### config.mk
export PLATFORM = sky130hd
export DESIGN_NAME = ais_hdlc_frame_symbol_encoder
export DESIGN_NICKNAME = d
export VERILOG_FILES = /design/src/hw/rtl/ais_enc_pkg.sv /design/src/hw/rtl/ais_enc_ctrl.sv /design/src/hw/rtl/ais_enc_dpath.sv /design/src/hw/rtl/ais_hdlc_frame_symbol_encoder.sv
export SDC_FILE = /design/constraint.sdc
export NUM_CORES = 1
export LEC_CHECK = 0
export BUFFER_PORTS_ARGS = -buffer_cell sky130_fd_sc_hd__buf_2
export CORE_MARGIN = 1.5
export CORE_UTILIZATION = 40
export CTS_CLUSTER_DIAMETER = 60
export DETAILED_ROUTE_END_ITERATION = 6
export MAX_ROUTING_LAYER = met4
export SLEW_MARGIN = 25
export SYNTH_ARGS = -nofsm -noshare
export SYNTH_HDL_FRONTEND = slang
export SYNTH_HIERARCHICAL = 1
export SYNTH_SLANG_ARGS = --single-unit
### constraint.sdc
create_clock -name clk -period 3.1 [get_ports clk]
set_input_delay 0.31 -clock clk [delete_from_list [all_inputs] [get_ports clk]]
set_output_delay 0.31 -clock clk [all_outputs]
set_load 0.005 [all_outputs]
### src/hw/rtl/ais_enc_pkg.sv
`timescale 1ns / 1ps
`default_nettype none
// ----------------------------------------------------------------------------
// AIS encoder package
// Shared item types, bit source codes, framing constants and the header bit function.
// ----------------------------------------------------------------------------
package ais_enc_pkg;

  localparam logic        OP_START   = 1'b0;
  localparam logic        OP_DATA    = 1'b1;

  localparam logic [15:0] CRC_POLY   = 16'h1021;
  localparam logic [15:0] CRC_INIT   = 16'hFFFF;
  localparam logic [7:0]  TRAIN_BYTE = 8'h55;
  localparam logic [7:0]  FLAG_BYTE  = 8'h7E;

  // Header is one zero byte, three training bytes and the opening flag.
  localparam int          HDR_BITS   = 40;
  localparam int          CNT_W      = 6;
  // Bits before this position go out without NRZI coding.
  localparam int          CODE_START = 8;
  localparam int          POS_W      = 4;
  // Five ones in a row force a stuffed zero.
  localparam logic [2:0]  ONES_LIMIT = 3'd4;

  typedef struct packed {
    logic       operation;
    logic [7:0] data_byte;
    logic       is_last;
  } in_item_t;

  typedef struct packed {
    logic [2:0] symbol_index;
    logic       line_level;
    logic       end_of_run;
    logic       end_of_frame;
  } out_item_t;

  typedef enum logic [2:0] {
    SRC_HDR,
    SRC_DATA,
    SRC_CRC,
    SRC_FLAG,
    SRC_STUFF,
    SRC_FINAL
  } src_t;

  typedef struct packed {
    logic             start;
    logic             load;
    logic             step;
    src_t             src;
    logic [CNT_W-1:0] idx;
    logic             run_end;
    logic             frame_end;
  } cmd_t;

  typedef struct packed {
    logic can_step;
    logic stuff_need;
    logic in_frame;
  } status_t;

  // Raw header bit at a position of the header, each byte MSB first.
  function automatic logic hdr_bit(input logic [CNT_W-1:0] idx);
    logic b;
    if (idx < CNT_W'(8)) begin
      b = 1'b0;
    end else if (idx < CNT_W'(32)) begin
      b = TRAIN_BYTE[~idx[2:0]];
    end else begin
      b = FLAG_BYTE[~idx[2:0]];
    end
    return b;
  endfunction

endpackage
`default_nettype wire

### src/hw/rtl/ais_enc_ctrl.sv
`timescale 1ns / 1ps
`default_nettype none
// ----------------------------------------------------------------------------
// AIS encoder controller
// Sequences header, data, CRC, stuffing and flag bits, one push per cycle while not stalled.
// ----------------------------------------------------------------------------
module ais_enc_ctrl (
  input  wire                   clk,
  input  wire                   rst_n,
  input  wire                   in_valid,
  output logic                  in_stall,
  input  ais_enc_pkg::in_item_t in_item,
  input  ais_enc_pkg::status_t  status,
  output ais_enc_pkg::cmd_t     cmd
);

  typedef enum logic [2:0] {
    S_IDLE,
    S_HDR,
    S_DATA,
    S_CRC,
    S_FLAG,
    S_STUFF,
    S_FINAL
  } state_t;

  localparam int W = ais_enc_pkg::CNT_W;

  state_t         state_r, state_nxt;
  logic [W-1:0]   cnt_r, cnt_nxt;
  logic           last_r, last_nxt;
  logic           crc_phase_r, crc_phase_nxt;
  logic           accept;

  assign in_stall = (state_r != S_IDLE);
  assign accept   = in_valid && (state_r == S_IDLE);

  always_comb begin
    state_nxt     = state_r;
    cnt_nxt       = cnt_r;
    last_nxt      = last_r;
    crc_phase_nxt = crc_phase_r;
    cmd           = '0;
    cmd.idx       = cnt_r;
    cmd.src       = ais_enc_pkg::SRC_STUFF;

    case (state_r)
      S_IDLE: begin
        if (accept) begin
          if (in_item.operation == ais_enc_pkg::OP_START) begin
            cmd.start = 1'b1;
            cnt_nxt   = '0;
            state_nxt = S_HDR;
          end else if (status.in_frame) begin
            cmd.load      = 1'b1;
            last_nxt      = in_item.is_last;
            crc_phase_nxt = 1'b0;
            cnt_nxt       = '0;
            state_nxt     = S_DATA;
          end
        end
      end
      S_HDR: begin
        cmd.src     = ais_enc_pkg::SRC_HDR;
        cmd.step    = status.can_step;
        cmd.run_end = (cnt_r == W'(ais_enc_pkg::HDR_BITS - 1));
        if (status.can_step) begin
          cnt_nxt = cnt_r + W'(1);
          if (cmd.run_end) begin
            state_nxt = S_IDLE;
          end
        end
      end
      S_DATA: begin
        cmd.src     = ais_enc_pkg::SRC_DATA;
        cmd.step    = status.can_step;
        cmd.run_end = (cnt_r == W'(7)) && !last_r && !status.stuff_need;
        if (status.can_step) begin
          cnt_nxt = cnt_r + W'(1);
          if (status.stuff_need) begin
            state_nxt = S_STUFF;
          end else if (cnt_r == W'(7)) begin
            crc_phase_nxt = 1'b1;
            cnt_nxt       = '0;
            state_nxt     = last_r ? S_CRC : S_IDLE;
          end
        end
      end
      S_CRC: begin
        cmd.src  = ais_enc_pkg::SRC_CRC;
        cmd.step = status.can_step;
        if (status.can_step) begin
          cnt_nxt = cnt_r + W'(1);
          if (status.stuff_need) begin
            state_nxt = S_STUFF;
          end else if (cnt_r == W'(15)) begin
            cnt_nxt   = '0;
            state_nxt = S_FLAG;
          end
        end
      end
      S_STUFF: begin
        cmd.src     = ais_enc_pkg::SRC_STUFF;
        cmd.step    = status.can_step;
        cmd.run_end = !crc_phase_r && (cnt_r == W'(8)) && !last_r;
        if (status.can_step) begin
          if (!crc_phase_r) begin
            if (cnt_r == W'(8)) begin
              crc_phase_nxt = 1'b1;
              cnt_nxt       = '0;
              state_nxt     = last_r ? S_CRC : S_IDLE;
            end else begin
              state_nxt = S_DATA;
            end
          end else begin
            if (cnt_r == W'(16)) begin
              cnt_nxt   = '0;
              state_nxt = S_FLAG;
            end else begin
              state_nxt = S_CRC;
            end
          end
        end
      end
      S_FLAG: begin
        cmd.src  = ais_enc_pkg::SRC_FLAG;
        cmd.step = status.can_step;
        if (status.can_step) begin
          cnt_nxt = cnt_r + W'(1);
          if (cnt_r == W'(7)) begin
            state_nxt = S_FINAL;
          end
        end
      end
      S_FINAL: begin
        cmd.src       = ais_enc_pkg::SRC_FINAL;
        cmd.step      = status.can_step;
        cmd.run_end   = 1'b1;
        cmd.frame_end = 1'b1;
        if (status.can_step) begin
          state_nxt = S_IDLE;
        end
      end
      default: begin
        state_nxt = S_IDLE;
      end
    endcase
  end

  always_ff @(posedge clk) begin
    if (!rst_n) begin
      state_r     <= S_IDLE;
      cnt_r       <= '0;
      last_r      <= 1'b0;
      crc_phase_r <= 1'b0;
    end else begin
      state_r     <= state_nxt;
      cnt_r       <= cnt_nxt;
      last_r      <= last_nxt;
      crc_phase_r <= crc_phase_nxt;
    end
  end

endmodule
`default_nettype wire

### src/hw/rtl/ais_enc_dpath.sv
`timescale 1ns / 1ps
`default_nettype none
// ----------------------------------------------------------------------------
// AIS encoder datapath
// CRC, stuffing count, NRZI levels, symbol build and the output register.
// ----------------------------------------------------------------------------
module ais_enc_dpath (
  input  wire                    clk,
  input  wire                    rst_n,
  input  ais_enc_pkg::in_item_t  in_item,
  input  ais_enc_pkg::cmd_t      cmd,
  output ais_enc_pkg::status_t   status,
  output logic                   out_valid,
  input  wire                    out_stall,
  output ais_enc_pkg::out_item_t out_item
);

  localparam int PW = ais_enc_pkg::POS_W;

  logic [15:0]   crc_r;
  logic [2:0]    ones_r;
  logic          older_r;
  logic          held_r;
  logic [PW-1:0] pos_r;
  logic          in_frame_r;
  logic [7:0]    data_r;
  logic          out_valid_r;
  ais_enc_pkg::out_item_t out_r;

  logic raw;
  logic level;
  logic emits;
  logic is_final;
  logic fb;

  assign is_final = (cmd.src == ais_enc_pkg::SRC_FINAL);

  always_comb begin
    case (cmd.src)
      ais_enc_pkg::SRC_HDR:  raw = ais_enc_pkg::hdr_bit(cmd.idx);
      ais_enc_pkg::SRC_DATA: raw = data_r[cmd.idx[2:0]];
      ais_enc_pkg::SRC_CRC:  raw = ~crc_r[15];
      ais_enc_pkg::SRC_FLAG: raw = ais_enc_pkg::FLAG_BYTE[~cmd.idx[2:0]];
      default:               raw = 1'b0;
    endcase

    if (is_final) begin
      level = held_r;
    end else if (pos_r < PW'(ais_enc_pkg::CODE_START)) begin
      level = raw;
    end else begin
      // A one keeps the line level and a zero toggles it.
      level = raw ? held_r : ~held_r;
    end

    emits = is_final || (pos_r != '0);
    fb    = crc_r[15] ^ raw;

    status.can_step   = !out_valid_r || !out_stall;
    status.stuff_need = ((cmd.src == ais_enc_pkg::SRC_DATA) ||
                         (cmd.src == ais_enc_pkg::SRC_CRC)) &&
                        raw && (ones_r == ais_enc_pkg::ONES_LIMIT);
    status.in_frame   = in_frame_r;
  end

  always_ff @(posedge clk) begin
    if (!rst_n) begin
      crc_r       <= ais_enc_pkg::CRC_INIT;
      ones_r      <= '0;
      older_r     <= 1'b0;
      held_r      <= 1'b0;
      pos_r       <= '0;
      in_frame_r  <= 1'b0;
      out_valid_r <= 1'b0;
    end else begin
      // A new symbol refills the register; otherwise a taken symbol empties it.
      if (cmd.step && emits) begin
        out_valid_r <= 1'b1;
      end else if (!out_stall) begin
        out_valid_r <= 1'b0;
      end
      if (cmd.start) begin
        crc_r      <= ais_enc_pkg::CRC_INIT;
        ones_r     <= '0;
        older_r    <= 1'b0;
        held_r     <= 1'b0;
        pos_r      <= '0;
        in_frame_r <= 1'b1;
      end
      if (cmd.step) begin
        if (is_final) begin
          in_frame_r <= 1'b0;
        end else begin
          older_r <= held_r;
          held_r  <= level;
          if (pos_r < PW'(ais_enc_pkg::CODE_START)) begin
            pos_r <= pos_r + PW'(1);
          end
        end
        case (cmd.src)
          ais_enc_pkg::SRC_DATA: begin
            crc_r <= {crc_r[14:0], 1'b0} ^ (fb ? ais_enc_pkg::CRC_POLY : 16'h0000);
          end
          ais_enc_pkg::SRC_CRC: begin
            crc_r <= {crc_r[14:0], 1'b0};
          end
          default: begin
          end
        endcase
        if ((cmd.src == ais_enc_pkg::SRC_DATA) || (cmd.src == ais_enc_pkg::SRC_CRC)) begin
          if (!raw || status.stuff_need) begin
            ones_r <= '0;
          end else begin
            ones_r <= ones_r + 3'd1;
          end
        end
      end
    end
  end

  always_ff @(posedge clk) begin
    if (cmd.load) begin
      data_r <= in_item.data_byte;
    end
    if (cmd.step && emits) begin
      out_r.symbol_index <= {older_r, held_r, level};
      out_r.line_level   <= held_r;
      out_r.end_of_run   <= cmd.run_end;
      out_r.end_of_frame <= cmd.frame_end;
    end
  end

  assign out_valid = out_valid_r;
  assign out_item  = out_r;

endmodule
`default_nettype wire

### src/hw/rtl/ais_hdlc_frame_symbol_encoder.sv
`timescale 1ns / 1ps
`default_nettype none
// ----------------------------------------------------------------------------
// AIS HDLC frame symbol encoder
// Builds an HDLC frame with CRC-16, bit stuffing and NRZI coding and emits
// one three-bit symbol index per coded bit.
// ----------------------------------------------------------------------------
//
//  Channel | Direction | Handshake          | Payload
//  --------+-----------+--------------------+----------------------------------
//  in_     | input     | in_valid/in_stall  | operation, data_byte, is_last
//  out_    | output    | out_valid/out_stall| symbol_index, line_level,
//          |           |                    | end_of_run, end_of_frame
//
// One bit is pushed per cycle through a single shared bit datapath while the
// output is not stalled. The accepting cycle pushes nothing. A start item
// pushes the 40 header bits, a data byte its 8 bits and up to two stuffed
// zeros, the last byte of a message its data, CRC, stuffed zeros, end flag
// and the closing symbol; a data byte outside a frame is taken and dropped.
// in_stall is high from the cycle after a start item or an in-frame data byte
// is accepted until its last bit has been pushed.
// Reset is synchronous and active low; it clears the frame state and the
// output valid flag. A high out_stall holds the pending symbol and pauses the
// bit sequencer until that symbol is taken.
//
// The controller walks through header, data, CRC, stuffing and flag phases
// and hands a bit source and index to the datapath each cycle. The datapath
// keeps the CRC, the run of ones, the two most recent line levels and the
// frame position, and it builds each symbol one bit late, once the level of
// the following bit is known. The frame's last symbol reuses its own level
// as the look-ahead.
// ----------------------------------------------------------------------------
module ais_hdlc_frame_symbol_encoder (
  input  wire                    clk,
  input  wire                    rst_n,
  input  wire                    in_valid,
  output logic                   in_stall,
  input  ais_enc_pkg::in_item_t  in_item,
  output logic                   out_valid,
  input  wire                    out_stall,
  output ais_enc_pkg::out_item_t out_item
);

  ais_enc_pkg::cmd_t    cmd;
  ais_enc_pkg::status_t status;

  // Sequencer for the bit phases of a frame.
  ais_enc_ctrl u_ctrl (
    .clk      (clk),
    .rst_n    (rst_n),
    .in_valid (in_valid),
    .in_stall (in_stall),
    .in_item  (in_item),
    .status   (status),
    .cmd      (cmd)
  );

  // Coding state and output register.
  ais_enc_dpath u_dpath (
    .clk       (clk),
    .rst_n     (rst_n),
    .in_item   (in_item),
    .cmd       (cmd),
    .status    (status),
    .out_valid (out_valid),
    .out_stall (out_stall),
    .out_item  (out_item)
  );

  // An accepted start item always keeps the input side busy for its header.
  a_start_busy : assert property (@(posedge clk) disable iff (!rst_n)
    in_valid && !in_stall && (in_item.operation == ais_enc_pkg::OP_START)
    |=> in_stall)
    else $error("start item did not occupy the encoder");

  // The middle bit of a symbol is the coded level that travels with it.
  a_level_match : assert property (@(posedge clk) disable iff (!rst_n)
    out_valid |-> (out_item.symbol_index[1] == out_item.line_level))
    else $error("symbol index and line level disagree");

  // The closing symbol of a frame also closes the run of its item.
  a_frame_end_run : assert property (@(posedge clk) disable iff (!rst_n)
    out_valid && out_item.end_of_frame |-> out_item.end_of_run)
    else $error("frame end without run end");

  // No item is taken while the sequencer still pushes bits.
  a_no_step_idle : assert property (@(posedge clk) disable iff (!rst_n)
    cmd.step |-> in_stall)
    else $error("bit pushed while input side idle");

endmodule
`default_nettype wire
== Word level (Yosys, flattened, before mapping) ==
Memory sizes are Yosys's and may differ from the RTL's.
Cells that the tools add are included.

* Register bits: 52
* Memories: 2
* Memory bits (writable): 0
* Output and inout port bits: 8
* Input bits: 14
* ROM bits: 16
* Logic and storage cells: 182
* Bits in latches: 0

* Multiplexer cells: 86
* $lt $le $gt $ge: 5
* Divide/modulo/power cells: 0
* Reduce and logical (&&, ||, !) cells: 29
* Shift operators: 0
* Bitwise logic cells: 5
* $mul: 0
* Equality and inequality tests: 36
* $add $sub $neg: 3

{| class="wikitable"
|+ Memory list
! memory !! words !! width !! rd ports !! clocked after memory_dff !! wr ports !! RTL line !! text
|-
| (name not given) || 8 || 1 || 1 || 0 || 0 || ais_enc_pkg.sv:70 || <nowiki>b = TRAIN_BYTE[~idx[2:0]];</nowiki>
|-
| (name not given) || 8 || 1 || 1 || 0 || 0 || ais_enc_pkg.sv:72 || <nowiki>b = FLAG_BYTE[~idx[2:0]];</nowiki>
|}

{| class="wikitable"
|+ Operators with widths
! operator !! number
|-
| $mux 6 || 14
|-
| $mux 3 || 22
|-
| $mux 1 || 32
|-
| $mux 16 || 2
|-
| $pmux 16 s2 || 1
|-
| $pmux 6 s5 || 1
|-
| $ne 2x1->1 const B || 13
|-
| $pmux 4 s6 || 1
|-
| $pmux 3 s7 || 1
|-
| $mux 4 || 4
|-
| $xor 16x16->16 || 1
|-
| $eq 3x3->1 const B || 5
|-
| $mux 13 || 1
|-
| $eq 3x2->1 const B || 4
|-
| $eq 6x4->1 const B || 2
|-
| $reduce_and 12->1 || 1
|-
| $ne 3x1->1 const B || 3
|-
| $reduce_and 9->1 || 1
|-
| $logic_and 1x1->1 || 8
|-
| $lt 3x4->1 const B || 2
|-
| $pmux 1 s4 || 2
|-
| $reduce_and 8->1 || 1
|-
| $add 6x1->6 const B || 1
|-
| $eq 3x1->1 const B || 2
|-
| other kinds (25) || 39
|}

== Longest topological paths before layout ==
Gate-level depths: netlist (run 1).

* Depth after elaboration: 12
* Gate-level depth with buffers: 14

== By module ==
Netlist (run 1), hierarchy kept.

{| class="wikitable"
|+ By module, submodules not included
! module !! times used !! cells each !! sequential area each (um2) !! area each (um2)
|-
| ais_enc_dpath || 1 || 184 || 930.9 || 1820.5
|-
| ais_enc_ctrl || 1 || 147 || 220.2 || 1154.9
|}

== Worst setup path before layout (run 1) ==
OpenSTA, ideal clock, no wires.

* Path type: flip-flop to flip-flop
* Start: register u_ctrl.state_r[2]
* End: register u_ctrl.state_r[0]
* Library setup time: 0.122 ns
* Arrival time: 3.101 ns
* Path slack: -0.122 ns
* Buffers on the path: 2
* Stages on the path, launching flop included: 15
* Cells stage by stage: dfxtp_1 > buf_2 > clkbuf_1 > nand2b_1 > mux2i_1 > nor4_1 > nor2_1 > nand3_1 > o311a_2 > nor3_1 > nand2b_1 > a311oi_1 > nor4_4 > nand2_2 > o311a_1

{| class="wikitable"
|+ RTL lines
! item !! RTL line !! text
|-
| start, declared || ais_enc_ctrl.sv:29 || <nowiki>state_t state_r, state_nxt;</nowiki>
|-
| start signal, assigned || ais_enc_ctrl.sv:157 || <nowiki>state_r <= state_nxt;</nowiki>
|}

==> reports/results.txt, run 1 <==
Slowest cell on crit path: o311a_1
CP Capture Type: flip-flop
Hold_sp: in_item[8]
Number of antenna repair diodes: 0
Placed Instances: 441
1st-pass router iterations: 4
Max-cap viol count: 0
# hold bufs at CTS: 0
Yosys warnings: 6
Clock H-tree levels: 2
Worst-margin pin slew: 0.5636 ns
Tot GR Track Use: 16.31%
Clock buffer depth: 2
Post-Place Cell Area: 0.003178 mm²
Die height: 89.25 µm
Crit path time final: 2.879 ns
Fillers: 720
CP top delay family: simple AND/OR/NAND/NOR gates
Logic pwr share: 44.0%
Vias in the first global route: 2163
Avg WL per Cell: 13.62 µm
Max Slew Vio Count: 0
Top_reg_cell synth: dfxtp_1
CTS Buf Count: 5
Setup tns final: 0 ns
Mapped Cells: 331
Post-DP HPWL: 4285 µm
Setup bufs post-CTS: 0
Setup-failing EPs final: 0
Syn Area/Cell: 8.989 µm²
Num ports: 22
Final non-filler cell total: 449
Initial antenna violation count: 0
Fin area: 0.003296 mm²
Clock-pin slew on the worst setup and hold paths: 0.10 ns
Critical path buffer and inverter count: 1
Worst rel slew slack: 62.25%
R2R Path Start: u_ctrl/state_r[2]$_SDFFE_PN0P_
Crit-path cells: or2b_1 > mux2i_1 > buf_4 > nor4_1 > nor2_1 > nand3_1 > o311a_2 > nor3_2 > nand2b_1 > a311oi_1 > nor4_4 > nand2_2 > o311a_1
Static Leakage: 1.212 nW
Clk_lat worst skew: 0.31 ns
CTS tree: done
Routability cong.: 0.8679
Clock share of power: 21.0%
Hold Vio Cnt, Final: 0
Port Buffers: 21
Status: finished, final reports clean
Worst Path Required: 3.30 ns
Post-route clock skew: 0.01152 ns
Syn nets: 351
Seq/Total Area, Yosys: 38.69%
Switching share of total power: 38.95%
Sw Pwr: 0.0008879 W
Maximum achievable frequency: 0.3474 GHz
Final ANT Viol Nets: 0
Synthesized area: 0.002975 mm²
Hold/Removal Path Class: in2reg
# nets final: 369
Area Growth Syn to Fin: 10.77%
CP Max Fanout: 6
Drt drc: 0
Peak VDD IR: 0.0003222 V
Worst reg2reg path depth: 13
Worst R2R End: u_ctrl/state_r[0]$_SDFFE_PN0P_
Core Region: 0.007214 mm²
Row count: 31
WHS Path Cells: 1
Crit path DAT: 3.08 ns
Seq pwr share: 35.0%
R2R setup slack: 0.22 ns
DR iter-0 viols: 101
Clock sink count: 51
Total die area: 0.007965 mm²
First-pass GRT wire length: 9880 µm
Fraction of layout instances using a drive strength above 1: 18.57%
Post-synth EDFFs: 13
Final core occ: 45.68%
Total wire length: 6114 µm
Library cells used by synthesis: 76
Via Count: 2433
RSZ-0062 raised after global routing: false
Routed vias/inst: 5.419
Root buf cell: clkbuf_8
Chip width: 89.25 µm
Post-CTS sizing: 0
Largest net degree at the start of global routing: 25
Worst Setup Start Kind: flip-flop
CP peak stage delay: 0.36 ns
Synthesized flop and latch total: 51
Hold Path End: u_dpath/data_r[7]$_DFFE_PP_
Initial core utilization: 41.24%
Power Dens Cells: 691.6 mW/mm²
Global route overflow: 0
Internal: 0.001392 W
Critical path class: reg2reg
Final critical-path share of the clock period: 92.87%
Async set or reset register ratio after synthesis: 0%
-- state kept, by name, indices dropped and copies added, names as in the netlist --
signal              cells
u_dpath/in_frame_r      1
u_dpath/out_item        5
u_ctrl/last_r           1
u_dpath/held_r          1
u_ctrl/crc_phase_r      1
u_dpath/out_valid       1
u_dpath/data_r          8
u_dpath/pos_r           4
u_dpath/older_r         1
u_ctrl/state_r          3
u_dpath/crc_r          16
u_ctrl/cnt_r            6
u_dpath/ones_r          3
-- placed cells by master, fill, tap and decap left out, types with 6 or more instances in the layout --
cell      netlist  routed
edfxtp_1       13      13
inv_1          13      13
buf_2           5      21
nand2_1        31      31
dfxtp_1        38      37
buf_4           2      11
ha_1            6       6
a21oi_1        10      10
nor3_1         19      18
nor2_1         31      31
nand2b_1        6       6
nand3_1        12      12
o21ai_0        24      24
-- worst reg2reg max path, stage by stage, from the launching register on --
cell,delay (ns)
dfxtp_1,0.35
or2b_1,0.27
mux2i_1,0.16
buf_4,0.17
nor4_1,0.06
nor2_1,0.22
nand3_1,0.12
o311a_2,0.20
nor3_2,0.21
nand2b_1,0.20
a311oi_1,0.09
nor4_4,0.24
nand2_2,0.12
o311a_1,0.36
-- cells in the mapped netlist (3+ instances only) --
master | n | area share [%]
mux2i_1 | 5 | 1.7
nand2_1 | 31 | 3.9
buf_2 | 5 | 0.84
and3_1 | 3 | 0.63
o22ai_1 | 3 | 0.63
buf_6 | 3 | 1.1
edfxtp_1 | 13 | 13
nand2b_1 | 6 | 1.3
o21ai_1 | 4 | 0.67
nand3_1 | 12 | 2.0
clkbuf_1 | 9 | 1.1
o2111ai_1 | 3 | 0.88
ha_1 | 6 | 2.5
and2_1 | 5 | 1.1
o21a_1 | 5 | 1.3
nand3b_1 | 4 | 1.0
inv_1 | 13 | 1.6
xnor2_1 | 4 | 1.2
nor2b_1 | 6 | 1.3
o21ai_0 | 24 | 4.0
a21o_1 | 3 | 0.76
dfxtp_1 | 38 | 26
nor2_1 | 31 | 3.9
a21oi_1 | 10 | 1.7
nor3_1 | 19 | 3.2
a21boi_1 | 4 | 1.0
-- worst max-delay path by stage --
stage                                              start                        endpoint  slack [ns]  depth (start not counted)
after CTS                   u_ctrl/cnt_r[1]$_SDFFE_PN0P_  u_ctrl/state_r[0]$_SDFFE_PN0P_        0.20                         10
after global routing      u_ctrl/state_r[2]$_SDFFE_PN0P_    u_ctrl/cnt_r[3]$_SDFFE_PN0P_        0.04                         13
after detailed placement    u_ctrl/cnt_r[1]$_SDFFE_PN0P_    u_ctrl/cnt_r[3]$_SDFFE_PN0P_        0.20                         10
final                     u_ctrl/state_r[2]$_SDFFE_PN0P_  u_ctrl/state_r[0]$_SDFFE_PN0P_        0.22                         13
after global placement      u_ctrl/cnt_r[1]$_SDFFE_PN0P_  u_ctrl/state_r[1]$_SDFFE_PN0P_        0.26                         10
after floorplan           u_ctrl/state_r[2]$_SDFFE_PN0P_  u_ctrl/state_r[0]$_SDFFE_PN0P_       0.009                         14
-- kinds of logic (layout without fill, tap and decap cells) --
| kind of cell | Yosys count | count (layout) | synth area share (%) |
|---|---|---|---|
| AO/OA/AOI/OAI | 87 | 87 | 21.74 |
| XOR/XNOR | 5 | 5 | 1.724 |
| adder cells (fa/ha/maj) | 6 | 6 | 2.523 |
| buffers and inverters | 34 | 53 | 5.550 |
| flip-flops | 51 | 51 | 38.69 |
| multiplexers | 8 | 8 | 3.953 |
| AND/OR/NAND/NOR | 140 | 140 | 25.82 |
-- power groups by stage --
stage / clock network (W) / logic (W) / registers [W]
floorplan: 0 / 0.000786 / 0.000807
global placement: 0 / 0.000987 / 0.000812
detailed placement: 0 / 0.000996 / 0.000813
CTS: 0.000492 / 0.00100 / 0.000797
global route: 0.000521 / 0.00110 / 0.000810
finish: 0.000478 / 0.00100 / 0.000797
-- stage by stage --
step	worst slack [ns]	power (W)	hold slack [ns]
5_1_grt	0.04089	0.002430	0.1676
6_report	0.2211	0.002279	0.1816
2_1_floorplan	0.008869	0.001593	0.4084
3_3_place_gp	0.2618	0.001799	0.4178
4_1_cts	0.1972	0.002290	0.1763
3_5_place_dp	0.1975	0.001809	0.4374
-- cell type report --
| cell class | count | area [µm²] | share of cell area, % |
|---|---|---|---|
| Timing Repair Buffer | 32 | 187.7 | 5.695 |
| Clock buffer | 5 | 68.82 | 2.088 |
| Multi-Input combinational cell | 246 | 1667 | 50.57 |
| Clock inverter | 3 | 47.55 | 1.443 |
| Inverter | 13 | 48.80 | 1.481 |
| Tap cell | 99 | 123.9 | 3.759 |
| Sequential cell | 51 | 1152 | 34.97 |
-- per-layer routing --
layer  global-route usage [%]  routed length [µm]  up-vias
met2                    25.56                2814       51
met3                    2.585                 249        6
met4                    4.336                  77        0
li1                         -                   -     1236
met5                        -                   0        -
met1                    21.97                2973     1140
Note: power is estimated with default switching activity, not from simulation.
==> run 2, diff against run 1 <==
MAX_ROUTING_LAYER = default   (was met4)
==> run 2 against run 1 <==
- register-to-register slack is essentially flat
- global-route usage shrank 0.49 points
- core utilization is the same
- die area is the same
- combinational power is essentially flat
- wire length shrank 0.38%
- sequential power is essentially flat
- clock power is essentially flat
- clock skew is essentially flat
- sequential share of layout area is the same
- sequential cell count is the same
- fmax is essentially flat
- largest cell class unchanged
==> reports/results.txt, run 2 (same netlist as run 1, synthesis figures left out) <==
CP Max Fanout: 6 (unchanged)
Peak VDD IR: 0.0003221 V (was 0.0003222 V)
Critical path class: reg2reg (unchanged)
Via Count: 2420 (was 2433)
Port Buffers: 21 (unchanged)
Max-cap viol count: 0 (unchanged)
Routability cong.: 0.8543 (was 0.8679)
DR iter-0 viols: 92 (was 101)
Worst rel slew slack: 62.31% (was 62.25%)
Initial core utilization: 41.24% (unchanged)
1st-pass router iterations: 4 (unchanged)
Global route overflow: 0 (unchanged)
Number of antenna repair diodes: 0 (unchanged)
CP Capture Type: flip-flop (unchanged)
Avg WL per Cell: 13.57 µm (was 13.62 µm)
Clock share of power: 21.0% (about the same)
Final core occ: 45.68% (unchanged)
Die height: 89.25 µm (unchanged)
Switching share of total power: 38.92% (was 38.95%)
Max reg flops: 16 (unchanged)
Tot GR Track Use: 15.82% (was 16.31%)
Max Slew Vio Count: 0 (unchanged)
Worst-margin pin slew: 0.5628 ns (was 0.5636 ns)
Top Registers: u_dpath/crc_r x16, u_dpath/data_r x8, u_ctrl/cnt_r x6 (unchanged)
Power Total: 0.002278 W (was 0.002279 W)
Most common cell after layout, fill and taps aside: dfxtp_1 (unchanged)
Status: finished, final reports clean (unchanged)
Power Dens Cells: 691.3 mW/mm² (was 691.6 mW/mm²)
Drt drc: 0 (unchanged)
# nets final: 369 (unchanged)
Clock H-tree levels: 2 (unchanged)
Logic pwr share: 44.1% (was 44.0%)
Register area: 0.001152 mm² (unchanged)
Worst Setup Start Kind: flip-flop (unchanged)
Setup ws final: 0.2186 ns (was 0.2211 ns)
Worst Path Required: 3.30 ns (about the same)
Clock-pin slew on the worst setup and hold paths: 0.10 ns (about the same)
Dpl ws: 0.1975 ns (unchanged)
Chip width: 89.25 µm (unchanged)
Root buf cell: clkbuf_8 (unchanged)
Total die area: 0.007965 mm² (unchanged)
Hold/Removal Path Class: in2reg (unchanged)
Largest net degree at the start of global routing: 25 (unchanged)
Clock buffer depth: 2 (unchanged)
Internal: 0.001392 W (about the same)
First-pass GRT wire length: 9887 µm (was 9880 µm)
Fraction of layout instances using a drive strength above 1: 18.57% (unchanged)
Area of the multi-input gates: 0.001667 mm² (unchanged)
Clk_lat worst skew: 0.30 ns (was 0.31 ns)
Hold Vio Cnt, Final: 0 (unchanged)
Post-DP HPWL: 4285 µm (unchanged)
Final ANT Viol Nets: 0 (unchanged)
CTS tree: done (unchanged)
Crit path DAT: 3.08 ns (about the same)
Final critical-path share of the clock period: 92.95% (was 92.87%)
Num ports: 22 (unchanged)
Fillers: 720 (unchanged)
RSZ-0062 raised after global routing: false (unchanged)
Sw Pwr: 0.0008867 W (was 0.0008879 W)
Clock sink count: 51 (unchanged)
Row count: 31 (unchanged)
CTS Buf Count: 5 (unchanged)
Initial antenna violation count: 0 (unchanged)
Total wire length: 6091 µm (was 6114 µm)
Vias in the first global route: 2165 (was 2163)
Seq pwr share: 35.0% (about the same)
Setup tns final: 0 ns (unchanged)
# hold bufs at CTS: 0 (unchanged)
Largest Register: u_dpath/crc_r (unchanged)
Post-route clock skew: 0.01154 ns (was 0.01152 ns)
Commonest non-fill, non-tap cells in the layout: 37 x dfxtp_1, 31 x nand2_1, 31 x nor2_1 (unchanged)
Core Region: 0.007214 mm² (unchanged)
Crit path time final: 2.881 ns (was 2.879 ns)
Routed vias/inst: 5.390 (was 5.419)
Area Growth Syn to Fin: 10.77% (unchanged)
Setup-failing EPs final: 0 (unchanged)
Maximum achievable frequency: 0.3470 GHz (was 0.3474 GHz)
Static Leakage: 1.212 nW (unchanged)
==> run 2: cell counts in the layout (fill, tap and decap cells not counted) <==
No cell type changed its count.
==> run 2: through the flow <==
stage / cell area, µm² / instances / hold slack [ns]
after floorplan: 2983 / 331 / 0.4084
after global placement: 3178 / 441 / 0.4178
after detailed placement: 3178 / 441 / 0.4374
after CTS: 3294 / 449 / 0.1763
after global routing: 3296 / 449 / 0.1676
final: 3296 / 449 / 0.1825
==> run 2: worst max-delay path, stage by stage, from the launching register on <==
cell and delay, ns:
dfxtp_1 0.35, or2b_1 0.27, mux2i_1 0.16, buf_4 0.17, nor4_1 0.05, nor2_1 0.22, nand3_1 0.13, o311a_2 0.20
nor3_2 0.21, nand2b_1 0.20, a311oi_1 0.09, nor4_4 0.24, nand2_2 0.12, o311a_1 0.36
==> run 2: repair_timing <==
action,in CTS,in global routing
resized for setup,0,1
buffers inserted,0,0
setup endpoints to repair,0,1
==> run 2: layout make-up <==
type	instances	area share, %
repair buffers	32	5.695
clock buffers	5	2.088
flip-flops and latches	51	34.97
multi-input cells	246	50.57
well taps	99	3.759
clock inverters	3	1.443
inverters	13	1.481
==> run 2: routing by layer <==
metal	share of wire (%)	wire [µm]	vias up	global-route usage, %
met4	1.3	77	0	4.336
met5	0	0	-	0
met3	3.5	211	6	2.585
met1	49	2996	1132	21.97
li1	-	-	1235	-
met2	46	2806	47	25.56
==> run 2: power by group through the flow <==
stage / registers (W) / logic, W / clock network (W)
after floorplan: 0.000807 / 0.000786 / 0
after global placement: 0.000812 / 0.000987 / 0
after detailed placement: 0.000813 / 0.000996 / 0
after CTS: 0.000797 / 0.00100 / 0.000492
after global routing: 0.000810 / 0.00110 / 0.000521
final: 0.000797 / 0.00100 / 0.000478
==> run 2: final timing paths <==
check,end,from,slack (ns),cells past startpoint
hold / removal,u_dpath/data_r[7]$_DFFE_PP_,in_item[8],0.18,1
setup reg to reg,u_ctrl/state_r[0]$_SDFFE_PN0P_,u_ctrl/state_r[2]$_SDFFE_PN0P_,0.22,13
setup / recovery,u_ctrl/state_r[0]$_SDFFE_PN0P_,u_ctrl/state_r[2]$_SDFFE_PN0P_,0.22,13
hold reg to reg,u_dpath/out_item[5]$_DFFE_PP_,u_dpath/older_r$_SDFF_PN0_,0.46,0
